===== src/design/cood_pkg.sv =====
// ----------------------------------------------------------------------------
// cood_pkg
// shared beat types, register codes and reset values for the
// cfar onset / offset detector
// ----------------------------------------------------------------------------
package cood_pkg;

    localparam int ENERGY_W   = 32;
    localparam int CENTROID_W = 16;
    localparam int CFG_IDX_W  = 4;
    localparam int CFG_DATA_W = 16;

    // register indexes
    localparam logic [CFG_IDX_W-1:0] REG_ONSET_FACTOR  = 4'd0;
    localparam logic [CFG_IDX_W-1:0] REG_END_FACTOR    = 4'd1;
    localparam logic [CFG_IDX_W-1:0] REG_SETTLE_FRAMES = 4'd2;
    localparam logic [CFG_IDX_W-1:0] REG_END_FRAMES    = 4'd3;

    // register reset values
    localparam logic [7:0]  ONSET_FACTOR_RST  = 8'd160;
    localparam logic [15:0] END_FACTOR_RST    = 16'd19661;
    localparam logic [7:0]  SETTLE_FRAMES_RST = 8'd25;
    localparam logic [9:0]  END_FRAMES_RST    = 10'd100;

    // event codes
    localparam logic [1:0] EV_NONE   = 2'd0;
    localparam logic [1:0] EV_ONSET  = 2'd1;
    localparam logic [1:0] EV_OFFSET = 2'd2;

    typedef struct packed {
        logic [ENERGY_W-1:0]   frame_energy;
        logic [CENTROID_W-1:0] centroid_hz;
    } in_beat_t;

    typedef struct packed {
        logic       active;
        logic [1:0] event_res;
        logic       tracking;
    } out_beat_t;

    typedef struct packed {
        logic [7:0]  onset_factor;
        logic [15:0] end_factor;
        logic [7:0]  settle_frames;
        logic [9:0]  end_frames;
    } cfg_t;

endpackage


===== src/design/cood_window.sv =====
// ----------------------------------------------------------------------------
// cood_window
// energy history line with running window sum and cell-averaging onset test
// ----------------------------------------------------------------------------
module cood_window #(
    parameter int WINDOW = 20,
    parameter int GUARD  = 2
) (
    input  logic                          clk,
    input  logic                          rst_n,
    input  logic                          push,
    input  logic [cood_pkg::ENERGY_W-1:0] energy,
    input  cood_pkg::cfg_t                cfg,
    output logic                          onset
);

    localparam int FILL_W    = $clog2(WINDOW + 1);
    localparam int SUM_W     = cood_pkg::ENERGY_W + $clog2(WINDOW);
    localparam int CMP_W     = SUM_W + 8;
    localparam int CNT       = (GUARD < WINDOW) ? (WINDOW - GUARD) : 0;
    localparam int ENTER_IDX = (GUARD >= 2 && GUARD < WINDOW) ? (GUARD - 2) : 0;
    localparam int LEAVE_IDX = WINDOW - 2;
    localparam logic [CMP_W-1:0]  SCALE   = CMP_W'(CNT * 16);
    localparam logic [FILL_W-1:0] FILL_MAX = FILL_W'(WINDOW);

    logic [cood_pkg::ENERGY_W-1:0] hist_reg [0:WINDOW-2];
    logic [FILL_W-1:0]             fill_reg;
    logic [FILL_W-1:0]             fill_next;
    logic [SUM_W-1:0]              sum_reg;
    logic [SUM_W-1:0]              sum_next;
    logic [SUM_W-1:0]              test_sum;
    logic [SUM_W-1:0]              enter_val;
    logic [SUM_W-1:0]              leave_val;
    logic [CMP_W-1:0]              lhs;
    logic [CMP_W-1:0]              rhs;
    logic                          full;

    assign full = (fill_reg >= FILL_W'(WINDOW - 1));

    always_comb
    begin
        if (GUARD <= 1)
        begin
            enter_val = SUM_W'(energy);
        end
        else if (fill_reg > FILL_W'(ENTER_IDX))
        begin
            enter_val = SUM_W'(hist_reg[ENTER_IDX]);
        end
        else
        begin
            enter_val = '0;
        end
        leave_val = (fill_reg > FILL_W'(LEAVE_IDX)) ? SUM_W'(hist_reg[LEAVE_IDX]) : '0;
        sum_next  = sum_reg + enter_val - leave_val;
        fill_next = (fill_reg == FILL_MAX) ? fill_reg : fill_reg + 1'b1;
        test_sum  = (GUARD == 0) ? (sum_reg + SUM_W'(energy)) : sum_reg;
        lhs       = CMP_W'(energy) * SCALE;
        rhs       = CMP_W'(cfg.onset_factor) * CMP_W'(test_sum);
        if (!full)
        begin
            onset = 1'b0;
        end
        else if (GUARD >= WINDOW)
        begin
            onset = (energy != '0);
        end
        else
        begin
            onset = (lhs > rhs);
        end
    end

    always_ff @(posedge clk or negedge rst_n)
    begin
        if (!rst_n)
        begin
            fill_reg <= '0;
            sum_reg  <= '0;
        end
        else if (push)
        begin
            fill_reg <= fill_next;
            sum_reg  <= sum_next;
        end
    end

    // history line, newest first
    always_ff @(posedge clk)
    begin
        if (push)
        begin
            hist_reg[0] <= energy;
            for (int k = 1; k <= WINDOW - 2; k++)
            begin
                hist_reg[k] <= hist_reg[k-1];
            end
        end
    end

endmodule


===== src/design/cood_tracker.sv =====
// ----------------------------------------------------------------------------
// cood_tracker
// end tracking: ema reference energy, low frame count and offset decision
// ----------------------------------------------------------------------------
module cood_tracker (
    input  logic                            clk,
    input  logic                            rst_n,
    input  logic                            step,
    input  logic [cood_pkg::ENERGY_W-1:0]   energy,
    input  logic [cood_pkg::CENTROID_W-1:0] centroid,
    input  cood_pkg::cfg_t                  cfg,
    output logic                            offset
);

    logic [cood_pkg::ENERGY_W-1:0] ref_reg;
    logic                          ref_valid_reg;
    logic [9:0]                    low_count_reg;
    logic [9:0]                    low_inc;
    logic [47:0]                   lhs;
    logic [47:0]                   rhs;
    logic                          is_low;
    logic [35:0]                   ema_sum;
    logic [19:0]                   ema_fold;
    logic [39:0]                   ema_fold_q;
    logic [33:0]                   ema_quot;
    logic [cood_pkg::ENERGY_W-1:0] ema;

    always_comb
    begin
        lhs      = {energy, 16'h0000};
        rhs      = 48'(ref_reg) * 48'(cfg.end_factor);
        is_low   = (lhs < rhs) || (centroid == '0);
        low_inc  = (low_count_reg == 10'h3ff) ? low_count_reg : low_count_reg + 10'd1;
        offset   = ref_valid_reg && is_low && (low_inc >= cfg.end_frames);
        // rounded 0.9 / 0.1 blend: (9 * ref + energy + 5) / 10
        // split at bit 18 since 2^18 = 10 * 26214 + 4, low part by reciprocal 0xccccd >> 23
        ema_sum    = 36'(ref_reg) * 36'd9 + 36'(energy) + 36'd5;
        ema_fold   = {ema_sum[35:18], 2'b00} + {2'b00, ema_sum[17:0]};
        ema_fold_q = {20'd0, ema_fold} * 40'd838861;
        ema_quot   = 34'(ema_sum[35:18]) * 34'd26214 + {17'd0, ema_fold_q[39:23]};
        ema        = ema_quot[31:0];
    end

    always_ff @(posedge clk or negedge rst_n)
    begin
        if (!rst_n)
        begin
            ref_reg       <= '0;
            ref_valid_reg <= 1'b0;
            low_count_reg <= '0;
        end
        else if (step)
        begin
            if (!ref_valid_reg)
            begin
                ref_reg       <= energy;
                ref_valid_reg <= 1'b1;
                low_count_reg <= '0;
            end
            else if (offset)
            begin
                ref_reg       <= '0;
                ref_valid_reg <= 1'b0;
                low_count_reg <= '0;
            end
            else if (is_low)
            begin
                low_count_reg <= low_inc;
            end
            else
            begin
                low_count_reg <= '0;
                ref_reg       <= ema;
            end
        end
    end

endmodule


===== src/design/cfar_onset_offset_detector_top.sv =====
// ----------------------------------------------------------------------------
// cfar_onset_offset_detector_top
// cell-averaging cfar onset detector with settle and ema-based offset tracking
// ----------------------------------------------------------------------------
// One frame beat enters per cycle, while the receiver does not stall, and
// yields one result beat. A taken beat lands in the input register, is
// evaluated in a single pass when it advances (window sum, onset compare,
// settle count, reference compare and ema update) and shows up in the
// result register. The result register holds a stalled result while the
// input register keeps taking one more beat.
// The window sum is kept as a running sum of the history line, so the onset
// test needs a full window of idle frames first. Write registers only while
// the block is idle.
module cfar_onset_offset_detector_top #(
    parameter int WINDOW = 20,
    parameter int GUARD  = 2
) (
    input  logic                              clk,
    input  logic                              rst_n,
    input  logic                              in_valid,
    output logic                              in_stall,
    input  cood_pkg::in_beat_t                in_data,
    output logic                              out_valid,
    input  logic                              out_stall,
    output cood_pkg::out_beat_t               out_data,
    input  logic                              cfg_valid,
    output logic                              cfg_ready,
    input  logic [cood_pkg::CFG_IDX_W-1:0]    cfg_index,
    input  logic [cood_pkg::CFG_DATA_W-1:0]   cfg_data
);

    localparam logic [1:0] MODE_IDLE   = 2'd0;
    localparam logic [1:0] MODE_SETTLE = 2'd1;
    localparam logic [1:0] MODE_TRACK  = 2'd2;

    cood_pkg::cfg_t      cfg_reg;
    cood_pkg::in_beat_t  s1_data_reg;
    logic                s1_valid_reg;
    cood_pkg::out_beat_t out_data_reg;
    cood_pkg::out_beat_t out_data_next;
    logic                out_valid_reg;
    logic [1:0]          mode_reg;
    logic [1:0]          mode_next;
    logic [7:0]          settle_count_reg;
    logic [7:0]          settle_count_next;
    logic [7:0]          settle_inc;
    logic                advance;
    logic                in_take;
    logic                run_track;
    logic                push;
    logic                onset;
    logic                offset;
    logic [1:0]          ev;

    assign advance   = s1_valid_reg && (!out_valid_reg || !out_stall);
    assign in_stall  = s1_valid_reg && !advance;
    assign in_take   = in_valid && !in_stall;
    assign cfg_ready = 1'b1;
    assign out_valid = out_valid_reg;
    assign out_data  = out_data_reg;

    assign settle_inc = (settle_count_reg < cfg_reg.settle_frames)
                        ? settle_count_reg + 8'd1 : settle_count_reg;
    assign run_track  = ((mode_reg == MODE_SETTLE) && (settle_inc >= cfg_reg.settle_frames))
                        || (mode_reg == MODE_TRACK);
    assign push       = advance && (mode_reg == MODE_IDLE);

    cood_window #(
        .WINDOW (WINDOW),
        .GUARD  (GUARD)
    ) u_window (
        .clk    (clk),
        .rst_n  (rst_n),
        .push   (push),
        .energy (s1_data_reg.frame_energy),
        .cfg    (cfg_reg),
        .onset  (onset)
    );

    cood_tracker u_tracker (
        .clk      (clk),
        .rst_n    (rst_n),
        .step     (advance && run_track),
        .energy   (s1_data_reg.frame_energy),
        .centroid (s1_data_reg.centroid_hz),
        .cfg      (cfg_reg),
        .offset   (offset)
    );

    always_comb
    begin
        mode_next         = mode_reg;
        settle_count_next = settle_count_reg;
        ev                = cood_pkg::EV_NONE;
        case (mode_reg)
            MODE_IDLE:
            begin
                if (onset)
                begin
                    mode_next         = MODE_SETTLE;
                    settle_count_next = '0;
                    ev                = cood_pkg::EV_ONSET;
                end
            end
            MODE_SETTLE:
            begin
                settle_count_next = settle_inc;
                if (run_track)
                begin
                    mode_next = MODE_TRACK;
                end
            end
            MODE_TRACK:
            begin
                mode_next = MODE_TRACK;
            end
            default:
            begin
                mode_next = MODE_IDLE;
            end
        endcase
        if (run_track && offset)
        begin
            mode_next         = MODE_IDLE;
            settle_count_next = '0;
            ev                = cood_pkg::EV_OFFSET;
        end
        out_data_next.active    = (mode_next != MODE_IDLE);
        out_data_next.event_res = ev;
        out_data_next.tracking  = (mode_next == MODE_TRACK);
    end

    // control state
    always_ff @(posedge clk or negedge rst_n)
    begin
        if (!rst_n)
        begin
            s1_valid_reg     <= 1'b0;
            out_valid_reg    <= 1'b0;
            mode_reg         <= MODE_IDLE;
            settle_count_reg <= '0;
        end
        else
        begin
            if (in_take)
            begin
                s1_valid_reg <= 1'b1;
            end
            else if (advance)
            begin
                s1_valid_reg <= 1'b0;
            end
            if (advance)
            begin
                out_valid_reg    <= 1'b1;
                mode_reg         <= mode_next;
                settle_count_reg <= settle_count_next;
            end
            else if (!out_stall)
            begin
                out_valid_reg <= 1'b0;
            end
        end
    end

    // beat payloads
    always_ff @(posedge clk)
    begin
        if (in_take)
        begin
            s1_data_reg <= in_data;
        end
        if (advance)
        begin
            out_data_reg <= out_data_next;
        end
    end

    // configuration registers
    always_ff @(posedge clk or negedge rst_n)
    begin
        if (!rst_n)
        begin
            cfg_reg.onset_factor  <= cood_pkg::ONSET_FACTOR_RST;
            cfg_reg.end_factor    <= cood_pkg::END_FACTOR_RST;
            cfg_reg.settle_frames <= cood_pkg::SETTLE_FRAMES_RST;
            cfg_reg.end_frames    <= cood_pkg::END_FRAMES_RST;
        end
        else if (cfg_valid && cfg_ready)
        begin
            case (cfg_index)
                cood_pkg::REG_ONSET_FACTOR:  cfg_reg.onset_factor  <= cfg_data[7:0];
                cood_pkg::REG_END_FACTOR:    cfg_reg.end_factor    <= cfg_data[15:0];
                cood_pkg::REG_SETTLE_FRAMES: cfg_reg.settle_frames <= cfg_data[7:0];
                cood_pkg::REG_END_FRAMES:    cfg_reg.end_frames    <= cfg_data[9:0];
                default:
                begin
                end
            endcase
        end
    end

endmodule


===== config.mk =====
export PLATFORM = sky130hd
export DESIGN_NAME = cfar_onset_offset_detector_top
export DESIGN_NICKNAME = d
export VERILOG_FILES = /design/src/design/cood_pkg.sv /design/src/design/cood_window.sv /design/src/design/cood_tracker.sv /design/src/design/cfar_onset_offset_detector_top.sv
export SDC_FILE = /design/constraint.sdc
export NUM_CORES = 2
export LEC_CHECK = 0
export BUFFER_PORTS_ARGS = -buffer_cell sky130_fd_sc_hd__buf_2
export CORE_MARGIN = 4
export CORE_UTILIZATION = 59
export DETAILED_ROUTE_END_ITERATION = 7
export PLACE_DENSITY = 0.75
export SETUP_SLACK_MARGIN = 0.2
export SYNTH_ARGS = -nofsm -noshare
export SYNTH_HDL_FRONTEND = slang
export SYNTH_SLANG_ARGS = --single-unit

===== constraint.sdc =====
create_clock -name clk -period 25.9 [get_ports clk]
set_input_delay 2.59 -clock clk [delete_from_list [all_inputs] [get_ports clk]]
set_output_delay 2.59 -clock clk [all_outputs]
set_load 0.03 [all_outputs]

# Yosys cells after proc, flatten, opt, wreduce, memory -nomap -nowiden
# Memories as Yosys holds them, arrays and structs flattened.
# Index checks and enable logic that the tools add are counted.
[totals]
reg_bits = 191
ram_bits = 608
out_inout_bits = 7
memories = 1
[mem_list]
columns = ["name", "words", "width", "read_ports", "rd_clocked_by_memory_dff", "write_ports", "line", "source"]
rows = [
  ["u_window.hist_reg", 19, 32, 19, 0, 19, "cood_window.sv:26", "logic [cood_pkg::ENERGY_W-1:0] hist_reg [0:WINDOW-2];"],
]
[op_classes]
addsub = 9
mul = 6
order_cmp = 8
n_eq_ne = 11
muxes = 27
n_bitwise = 2
reduce_logical = 30
[ops]
columns = ["op", "count"]
rows = [
  ["2-to-1 mux 32 bit", 5],
  ["multiplier 32 x 4 -> 36 bit (second input constant)", 2],
  ["< comparator 48 bit", 1],
  ["multiplier 32 x 16 -> 48 bit", 1],
  ["> comparator 41 x 45 -> 1 bit", 1],
  ["multiplier 8 x 37 -> 45 bit", 1],
  ["multiplier 20 x 20 -> 40 bit (second input constant)", 1],
  ["2-to-1 mux 10 bit", 4],
  ["adder 37 x 32 -> 37 bit", 1],
  ["subtractor 37 bit", 1],
  ["adder 36 x 3 -> 36 bit (second input constant)", 1],
  ["adder 36 x 32 -> 36 bit", 1],
  ["adder 32 x 17 -> 32 bit", 1],
  ["multiplier 18 x 14 -> 31 bit (second input constant)", 1],
  ["2-to-1 mux 8 bit", 3],
  ["adder 20 x 18 -> 20 bit", 1],
  ["logical NOT 16 bit", 1],
  ["one-hot mux 8 bit (2 select lines)", 1],
  ["AND reduction 2 bit", 6],
  ["adder 10 x 1 -> 10 bit (second input constant)", 1],
  ["equality test 10 bit (second input constant)", 1],
  [">= comparator 10 bit", 1],
  ["2-to-1 mux 1 bit", 10],
  ["logical AND 1 bit", 9],
  ["other kinds (26)", 37],
]

# Logic depth before layout (Yosys ltp)
[logic_depth]
ltp_word = 9
ltp_mapped = 65
mapped_depth_nobuf = 65

# Hierarchy
# From an unflattened synthesis, not the netlist that was laid out.
[hier_totals]
cells_unflattened = 6971
area_unflattened_um2 = 74978.2
[modules_own_cells]
columns = ["mod", "instances", "cells_per_inst", "area_each_um2", "seq_area_each_um2"]
rows = [
  ["cood_tracker", 1, 4141, 36223.5, 1076.0],
  ["cood_window", 1, 2539, 34440.5, 19308.5],
  ["cfar_onset_offset_detector_top", 1, 291, 4314.1, 2932.8],
]

# Least setup slack after synthesis
# No wires, ideal clock.
[synth_path]
path_type = "input port to flip-flop"
from = "input out_stall"
to = "register u_window.sum_reg[0]"
arrival_time_ns = 20.252
t_required_ns = 25.032
path_slack_ns = 4.781
cell_stages = 7
path_buffers = 1
path_cell_list = "nand2_1 > nand2_1 > inv_1 > nand2_1 > inv_1 > clkbuf_1 > o21ai_0"
[synth_between]
elab_chain_len = 4
[synth_lines]
columns = ["element", "line", "source"]
rows = [
  ["from (decl)", "cfar_onset_offset_detector_top.sv:24", "input logic out_stall,"],
  ["logical NOT 1 bit", "-", ""],
  ["logical OR 1 bit", "cfar_onset_offset_detector_top.sv:55", "assign advance = s1_valid_reg && (!out_valid_reg || !out_stall);"],
  ["logical AND 1 bit", "cfar_onset_offset_detector_top.sv:55", ""],
  ["named net advance", "cfar_onset_offset_detector_top.sv:47", "logic advance;"],
  ["logical AND 1 bit", "cfar_onset_offset_detector_top.sv:66", "assign push = advance && (mode_reg == MODE_IDLE);"],
  ["named net push", "cfar_onset_offset_detector_top.sv:50", "logic push;"],
  ["to (signal assigned)", "cood_window.sv:84", "sum_reg <= sum_next;"],
  ["to (decl)", "cood_window.sv:29", "logic [SUM_W-1:0] sum_reg;"],
]
# The timed path passes the listed nets, and every way through them passes these cells.
# A chain may end at the register's enable or synchronous reset.

# Final worst setup path
[layout_path]
from = "register u_tracker.ref_reg[3] (netlist bit)"
to = "register u_tracker.ref_reg[17] (netlist bit)"
[layout_between]
elab_chain_len = 9
word_cells_on_any_way = 17
cone_classes = "add/sub: 4; mul: 4; order compare: 1; eq/ne: 1; mux: 3; reduce/logical: 4"
[layout_lines]
columns = ["element", "line", "source"]
rows = [
  ["from (decl)", "cood_tracker.sv:15", "logic [cood_pkg::ENERGY_W-1:0] ref_reg;"],
  ["from (signal assigned)", "cood_tracker.sv:56", "ref_reg <= energy;"],
  ["from (signal assigned)", "cood_tracker.sv:73", "ref_reg <= ema;"],
  ["multiplier 32 x 4 -> 36 bit", "cood_tracker.sv:37", "ema_sum = 36'(ref_reg) * 36'd9 + 36'(energy) + 36'd5;"],
  ["adder 36 x 32 -> 36 bit", "cood_tracker.sv:37", ""],
  ["adder 36 x 3 -> 36 bit", "cood_tracker.sv:37", ""],
  ["adder 20 x 18 -> 20 bit", "cood_tracker.sv:38", "ema_fold = {ema_sum[35:18], 2'b00} + {2'b00, ema_sum[17:0]};"],
  ["multiplier 20 x 20 -> 40 bit", "cood_tracker.sv:39", "ema_fold_q = {20'd0, ema_fold} * 40'd838861;"],
  ["adder 32 x 17 -> 32 bit", "cood_tracker.sv:40", "ema_quot = 34'(ema_sum[35:18]) * 34'd26214 + {17'd0, ema_fold_q[39:23]};"],
  ["2-to-1 mux 32 bit", "cood_tracker.sv:66", "else if (is_low)"],
  ["2-to-1 mux 32 bit", "cood_tracker.sv:60", "else if (offset)"],
  ["2-to-1 mux 32 bit", "cood_tracker.sv:54", "if (!ref_valid_reg)"],
]
# Several ways; a longest one is shown, not always the timed one. The select of a mux whose other input is x is not followed.

==> impl_metrics.json <==
{
  "drt_wl_total_um": 180700,
  "antenna_found_initial": 12,
  "cts_buffers": 86,
  "yosys_warnings": 0,
  "yosysUniqueCellTypes": 105,
  "crit_buf_inv": 7,
  "postCtsHoldBufs": 0,
  "worst_pin_slew_ps": 1312,
  "dr.pass1.iters": 6,
  "crit_path_start_kind": "flop",
  "synth_top_area_cell": "edfxtp_1",
  "crit_slowest_cell": "dfrtp_1",
  "synth_nets": 8714,
  "fillers": 9905,
  "rsz0062_at_grt": "no",
  "cap_violations": 0,
  "cts-root-buf": "clkbuf_16",
  "synth.top_cell.area_share_pct": 26.64,
  "syn_inst": 6904,
  "grt_pass1_wl_um": 289100,
  "h-tree-depth": 3,
  "drcViolationCount": 0,
  "cts_tree": "yes",
  "async_reset_ff_share_pct": 17.40,
  "hp-class": "reg -> reg",
  "grt_pass1_vias": 51969,
  "ant_nets": 0,
  "crit_top_cell": "ha_1",
  "start_util_pct": 59.33,
  "syn_area_mm2": 0.07440,
  "die_w_um": 363.1,
  "synth_mux_area_share_pct": 0.8560,
  "viasPerCell": 5.702,
  "crit_fanout": 19,
  "cp.depth": 56,
  "ys_seq_area_share_pct": 31.34,
  "min_path_cells": 0,
  "portBuffers": 78,
  "synth-seq-cells": 799,
  "avgRoutedWirePerCell_um": 20.89,
  "critPathTopFamily": "adder cells",
  "clkSinkCount": 799,
  "synth_edf_count": 660,
  "period_needed_ps": 15710,
  "place_congestion": 0.9552,
  "critPathArrivalTime_ps": 16300,
  "core_area_mm2": 0.1254,
  "rows": 130,
  "relSlewSlack_pct": 12.56,
  "synth-xor-area-share_pct": 3.365,
  "cp-end-kind": "flop",
  "slowest_delay_ps": 770,
  "hold_violations": 0,
  "cts_buffer_depth": 3,
  "drt-initial-drc-count": 3685,
  "largest_reg_flops": 608,
  "slew_viol_final": 0,
  "clk_latency_ps": 690,
  "path_clk_slew_ps": 60,
  "netlist_top_cells_area": "edfxtp_1, fa_1, ha_1",
  "worst_clock_skew_ps": 37.22,
  "avgSynthCellArea_um2": 10.78,
  "die_area_mm2": 0.1319,
  "cp_data_required_time_ps": 26490,
  "io_pins": 80,
  "synthFlopType": "edfxtp_1",
  "reg2regPathDepth": 56,
  "dp_hpwl_um": 140600,
  "cts_setup_buffers": 0,
  "synth_compound_area_share_pct": 8.156,
  "via_count": 49315,
  "syn2layout_area_growth_pct": 6.666,
  "criticalPathCategory": "reg -> reg",
  "synth_top_family_by_area": "adder cells",
  "num-nets-final": 8734,
  "grt_max_degree": 174,
  "max_freq_mhz": 63.65,
  "mostFrequentLayoutCells": "inv_1, fa_1, ha_1",
  "setup_viol": 0,
  "post_cts_resized": 0,
  "synthAdderAreaFrac_pct": 38.42,
  "fin_setup_tns_ps": 0,
  "min_period_over_period_pct": 60.66,
  "drive_gt1_share_pct": 5.663,
  "synthSimpleGateAreaFrac_pct": 10.30,
  "final_common_cell": "inv_1",
  "status": "completed",
  "overflow": 0,
  "grt.total_usage_pct": 28.32,
  "die_h_um": 363.1
}
[metal layers]
layer | share of wire, % | global-route usage (%)
met1 | 42 | 38.18
met2 | 47 | 45.87
met3 | 7.5 | 5.344
met4 | 4.1 | 10.99
met5 | 0.030 | 0
[path summary, 6_finish.rpt]
kind	slack (ps)	end	startpoint
max	10190	u_tracker.ref_reg[17]	u_tracker.ref_reg[3]
min	400	u_window.hist_reg[18][13]	u_window.hist_reg[17][13]
max reg2reg	10190	u_tracker.ref_reg[17]	u_tracker.ref_reg[3]
min reg2reg	400	u_window.hist_reg[18][13]	u_window.hist_reg[17][13]
max in group asynchronous	22350	cfg_reg[27]	rst_n
min in group asynchronous	1980	u_window.sum_reg[25]	rst_n
[kinds of logic (layout without fill, tap and decap cells)]
| group | count (synthesis) | in the layout |
|---|---|---|
| mux | 57 | 57 |
| buf+inv | 1489 | 1578 |
| fa+ha+maj | 1737 | 1737 |
| simple gates | 1624 | 1624 |
| other cells | 1 | 7 |
| flops | 799 | 799 |
| xor+xnor | 285 | 285 |
| compound gates | 912 | 912 |
[synth_stat cells (7+ instances only)]
master,count
o21ai_0,172
or2_2,18
a21boi_0,9
nand2b_1,37
a211oi_1,23
o21bai_1,40
nand3_1,66
nand4b_1,7
a21o_1,147
a211o_1,15
xnor2_1,180
o21ai_1,10
o211ai_1,22
clkbuf_1,197
and2_1,300
dfstp_2,16
or3_1,12
and3_1,36
fa_1,913
nand2_1,795
a21oi_1,251
nor2b_1,38
nand4_1,43
o21a_1,43
a221oi_1,8
edfxtp_1,660
mux2_2,49
nor3_1,46
o31ai_1,18
nor4_1,15
a2111oi_0,7
ha_1,824
a41oi_1,10
dfrtp_1,123
inv_1,1277
nor2_1,181
xor2_1,104
a31oi_1,28
o2bb2ai_1,16
[stage by stage]
step           hold slack [ps]  cell area, um2  util, %  setup slack, ps  std cells
5_1_grt                  414.6           79350    63.27             9131       8643
6_report                 395.1           79360    63.28            10190       8649
3_5_place_dp             404.5           76560    61.05            10330       8486
3_3_place_gp             400.3           76560    61.05            10490       8486
4_1_cts                  393.6           79350    63.27            10260       8643
2_1_floorplan            400.3           74400        -             4781       6904
[layout make-up]
type | instances | area (um2) | share of cell area [%]
inverters | 1278 | 4807 | 6.057
diodes | 6 | 15.01 | 0.01892
clock buffers | 110 | 2283 | 2.877
multi-input cells | 4616 | 45470 | 57.29
repair buffers | 143 | 897.1 | 1.130
well taps | 1650 | 2064 | 2.601
flip-flops and latches | 799 | 23320 | 29.39
clock inverters | 47 | 504.2 | 0.6354
Power is left out: the tool's default activity adds up to more than one toggle a clock period on the data nets, which glitch-free logic cannot reach.
